## src/kss_pkg.sv

```systemverilog
`timescale 1ns / 1ps
// ----------------------------------------------------------------------------
// kss_pkg
// Shared sizes, codes and control types of the keyed slot store.
// ----------------------------------------------------------------------------
package kss_pkg;

    localparam int SLOTS       = 4096;
    localparam int ID_BITS     = 64;
    localparam int DIGEST_BITS = 64;

    localparam int IDX_W  = $clog2(SLOTS);
    localparam int CNT_W  = $clog2(SLOTS + 1);
    localparam int LEFT_W = $clog2(SLOTS + 1);

    localparam int CMD_BITS        = 3;
    localparam int KEY_ID_BITS     = 64;
    localparam int KEY_DIGEST_BITS = 64;
    localparam int STATUS_BITS     = 2;
    localparam int SLOT_BITS       = 12;
    localparam int COUNT_BITS      = 13;
    localparam int MAX_BITS        = 13;
    localparam int CMP_W           = (CNT_W > MAX_BITS) ? CNT_W : MAX_BITS;

    localparam logic [MAX_BITS-1:0] MAX_RESET = 13'd4096;

    localparam logic [CMD_BITS-1:0] CMD_CLEAR    = 3'd0;
    localparam logic [CMD_BITS-1:0] CMD_ADD      = 3'd1;
    localparam logic [CMD_BITS-1:0] CMD_FIND_ID  = 3'd2;
    localparam logic [CMD_BITS-1:0] CMD_FIND_DIG = 3'd3;
    localparam logic [CMD_BITS-1:0] CMD_REM_ID   = 3'd4;
    localparam logic [CMD_BITS-1:0] CMD_REM_DIG  = 3'd5;

    localparam logic [STATUS_BITS-1:0] ST_DONE    = 2'd0;
    localparam logic [STATUS_BITS-1:0] ST_MISSING = 2'd1;
    localparam logic [STATUS_BITS-1:0] ST_FULL    = 2'd2;

    typedef enum logic [2:0] {
        FIN_NONE,
        FIN_CLEAR,
        FIN_HIT,
        FIN_MISS,
        FIN_FULL
    } fin_t;

    typedef struct packed {
        logic                   occ;
        logic [ID_BITS-1:0]     id;
        logic [DIGEST_BITS-1:0] digest;
    } slot_word_t;

    typedef struct packed {
        logic ready;
        logic scan_load;
        logic scan_en;
        logic clr_en;
        fin_t fin;
    } ctl_t;

    typedef struct packed {
        logic                req_vld;
        logic                hit;
        logic                exhausted;
        logic                clr_last;
        logic                cap_full;
        logic                out_free;
        logic [CMD_BITS-1:0] cmd;
    } sts_t;

endpackage

```

## src/kss_ctrl.sv

```systemverilog
`timescale 1ns / 1ps
// ----------------------------------------------------------------------------
// kss_ctrl
// Command sequencer: dispatch, slot scan, clear sweep and reset sweep.
// ----------------------------------------------------------------------------
module kss_ctrl (
    input  logic          clk,
    input  logic          rst_n,
    input  kss_pkg::sts_t sts,
    output kss_pkg::ctl_t ctl
);
    import kss_pkg::*;

    typedef enum logic [2:0] {
        S_INIT,
        S_IDLE,
        S_DISPATCH,
        S_SCAN,
        S_CLEAR
    } state_t;

    state_t state_reg, state_next;

    always_comb
    begin
        ctl        = '0;
        ctl.fin    = FIN_NONE;
        state_next = state_reg;
        case (state_reg)
            S_INIT:
            begin
                ctl.clr_en = 1'b1;
                if (sts.clr_last)
                begin
                    state_next = S_IDLE;
                end
            end
            S_IDLE:
            begin
                ctl.ready = sts.out_free;
                if (sts.req_vld && sts.out_free)
                begin
                    state_next = S_DISPATCH;
                end
                else
                begin
                    state_next = S_IDLE;
                end
            end
            S_DISPATCH:
            begin
                case (sts.cmd) inside
                    CMD_CLEAR:
                    begin
                        state_next = S_CLEAR;
                    end
                    CMD_ADD:
                    begin
                        if (sts.cap_full)
                        begin
                            ctl.fin    = FIN_FULL;
                            state_next = S_IDLE;
                        end
                        else
                        begin
                            ctl.scan_load = 1'b1;
                            state_next    = S_SCAN;
                        end
                    end
                    CMD_FIND_ID, CMD_FIND_DIG, CMD_REM_ID, CMD_REM_DIG:
                    begin
                        ctl.scan_load = 1'b1;
                        state_next    = S_SCAN;
                    end
                    default:
                    begin
                        ctl.fin    = FIN_MISS;
                        state_next = S_IDLE;
                    end
                endcase
            end
            S_SCAN:
            begin
                ctl.scan_en = 1'b1;
                if (sts.hit)
                begin
                    ctl.fin    = FIN_HIT;
                    state_next = S_IDLE;
                end
                else if (sts.exhausted)
                begin
                    ctl.fin    = (sts.cmd == CMD_ADD) ? FIN_FULL : FIN_MISS;
                    state_next = S_IDLE;
                end
            end
            S_CLEAR:
            begin
                ctl.clr_en = 1'b1;
                if (sts.clr_last)
                begin
                    ctl.fin    = FIN_CLEAR;
                    state_next = S_IDLE;
                end
            end
            default:
            begin
                state_next = S_IDLE;
            end
        endcase
    end

    always_ff @(posedge clk or negedge rst_n)
    begin
        if (!rst_n)
        begin
            state_reg <= S_INIT;
        end
        else
        begin
            state_reg <= state_next;
        end
    end

endmodule

```

## config.mk

```make
export PLATFORM = sky130hd
export DESIGN_NAME = kss_ctrl
export DESIGN_NICKNAME = d
export VERILOG_FILES = /design/src/kss_pkg.sv /design/src/kss_ctrl.sv
export SDC_FILE = /design/constraint.sdc
export NUM_CORES = 1
export LEC_CHECK = 0
export BUFFER_PORTS_ARGS = -buffer_cell sky130_fd_sc_hd__buf_2
export CAP_MARGIN = 20
export CELL_PAD_IN_SITES_DETAIL_PLACEMENT = 1
export CELL_PAD_IN_SITES_GLOBAL_PLACEMENT = 2
export CORE_MARGIN = 1.5
export CORE_UTILIZATION = 21
export DETAILED_ROUTE_END_ITERATION = 16
export PLACE_DENSITY_LB_ADDON = 0.3
export SLEW_MARGIN = 20
export SYNTH_ARGS = -nofsm -noshare
export SYNTH_HDL_FRONTEND = slang
export SYNTH_SLANG_ARGS = --single-unit
```

## constraint.sdc

```tcl
create_clock -name clk -period 2.8 [get_ports clk]
set_input_delay 0.56 -clock clk [delete_from_list [all_inputs] [get_ports clk]]
set_output_delay 0.56 -clock clk [all_outputs]
set_load 0.02 [all_outputs]
```

==> reports/qor.yml <==
avgSynthCellArea_sq_um: 7.95
power_frac_clock_pct: 26.0
htreeDepth: 1
cts_made_buffers: 3
internal_power_uw: 164
final_cell_mix: "buf_2 (17), nor2_1 (4)"
path_class: "primary input to output port"
post_cts_resized: 0
vias: 344
power_frac_seq_pct: 27.1
outcome: "finished clean"
die_h_um: 40.4
cp_top_family: "simple AND/OR/NAND/NOR gates"
hold_ws_ns: 0.114
yosys.area.top_type: "dfrtp_1"
grt_remaining_overflow: 0
syn_area_sq_um: 294
syn_inst: 37
path_buf_inv: 2
ys_top_cells_by_area: "dfrtp_1 (26%), a21oi_1 (5.1%), nand3_1 (5.1%)"
drc: 0
insertedDiodeCount: 0
first_global_vias: 314
p_sw_share_pct: 42.9
drt_iter0_markers: 5
holdCritPathClass: "primary input to asynchronous set/reset pin"
drive_above_1_share_pct: 40.4
dpl.cell_count: 68
initial_core_util_pct: 22.6
yosys_warnings: 0
grt_use_total_pct: 12.1
p_leak_nw: 0.221
synth_top_area_share_pct: 25.5
total_power_uw: 287
cts.clk_slew.worst_paths_ns: 0.04
ir_drop_v: 0.000202
cts_buffer_depth: 2
relSlewSlack_pct: 77.2
final-max-slew-violation-count: 0
ys_ff_latch: 3
p_comb_share_pct: 46.9
nets: 70
dpl_cell_area_sq_um: 390
worst_clock_skew_ns: 0.00299
wire_per_inst_um: 10.9
clockRootBuffer: "clkbuf_4"
path_cells: "buf_2, or3b_1, a21oi_1, a21oi_1, buf_2"
period_needed_ns: 2.07
firstDrtPassIters: 2
dp_slack_ns: 0.722
die_area_sq_um: 1630
final_common_cell: "buf_2"
hold_buffers: 0
cp-start-kind: "primary input"
fillerInstances: 177
synth_nets: 49
ioPinCount: 18
slowest_stage: "or3b_1"
grt_pass1_wl_um: 1280
grt_max_degree: 13
cts_setup_buffers: 0
place_hpwl_um: 630
final.setup.tns_ns: 0
portBuffers: 17
num_rows: 13
cts.sinks: 3
rsz0062_at_grt: "false"
arrival_ns: 1.51
antenna_found_initial: 0
totalWireLength_um: 787
fmax_mhz: 483
final_util_pct: 32.0
seq_area_frac_synth_pct: 25.5
synth_cell_types: 25
min_period_over_period_pct: 73.9
drv_cap: 0
slowest_delay_ns: 0.42
fin_area_sq_um: 417
fin_cells: 72
required_ns: 2.24
fp.coreArea_sq_um: 1300
clkLatencyLatePin_ns: 0.23
place.gp.congestion: 0.703
worst_pin_slew_ns: 0.342
hold_viol_final: 0
cp-end-kind: "output port"
die_w_um: 40.4
cts_tree: "built"
final_antenna_net_count: 0
largest_reg_flops: 3
area_growth_pct: 41.7
finalSetupViolations: 0
power.switching_uw: 123
viasPerCell: 4.78
cp_max_fo: 5
p_per_area_nw_per_um2: 690
setup_ws_ns: 0.730
[layer usage]
| layer | track usage [%] | vias to the layer above | part of all wire [%] |
|---|---|---|---|
| li1 | - | 179 | - |
| met1 | 14.9 | 156 | 50 |
| met2 | 18.3 | 9 | 44 |
| met3 | 3.33 | 0 | 5.5 |
| met4 | 7.50 | 0 | 0 |
| met5 | 0 | - | 0 |
[path summary, 6_finish.rpt]
kind | to | from | cells after the start | slack [ns]
max | ctl[1] | sts[2] | 5 | 0.73
min | state_reg[0]$_DFFE_PN0P_ | rst_n | 1 | 0.11
max reg2reg | state_reg[1]$_DFFE_PN0P_ | state_reg[0]$_DFFE_PN0P_ | 3 | 1.44
min reg2reg | state_reg[2]$_DFFE_PN0P_ | state_reg[2]$_DFFE_PN0P_ | 2 | 0.66
max in group asynchronous | state_reg[1]$_DFFE_PN0P_ | rst_n | 1 | 2.58
min in group clk | state_reg[1]$_DFFE_PN0P_ | sts[6] | 3 | 0.65
[cells by family (layout without fill, tap and decap cells)]
kind of cell	after synthesis	after routing	share of synthesized area [%]
and+or+nand+nor	19	19	38.3
DFF	3	3	25.5
AOI/OAI and AO/OA	10	10	23.4
muxes	1	1	3.40
buffers and inverters	3	23	5.11
adders and majority gates	1	1	4.25
[area by class of cell]
type	instances	area (sq um)	area share [%]
tap	15	18.8	4.50
inverter	2	7.51	1.80
multi-input combinational	31	204	48.9
timing repair buffer	17	85.1	20.4
clock buffer	4	26.3	6.31
sequential	3	75.1	18.0
[power by group through the flow]
stage	Combinational (mW)	Sequential, mW	Clock [mW]
3_5_place_dp	0.136	0.0790	0
2_1_floorplan	0.113	0.0620	0
3_3_place_gp	0.138	0.0800	0
6_report	0.135	0.0780	0.0747
4_1_cts	0.137	0.0790	0.0789
5_1_grt	0.151	0.0810	0.0820
[worst register-to-register path: stages, from the launching register on]
cell,delay [ns]
dfrtp_1,0.53
inv_1,0.12
or4_1,0.53
nand3_1,0.10
[cell usage after synthesis, drive strengths merged]
master,n
a21oi,3
a221oi,1
a22o,1
a22oi,1
and2,1
and2b,1
buf,1
dfrtp,3
ha,1
inv,2
mux2i,1
nand2b,1
nand3,3
nor2,4
nor2b,2
nor3,2
nor3b,1
nor4b,1
o211ai,1
o21a,1
o21ai,1
o21bai,1
or2,1
or3b,1
or4,1
No activity file was read; power rests on OpenSTA's default activity.
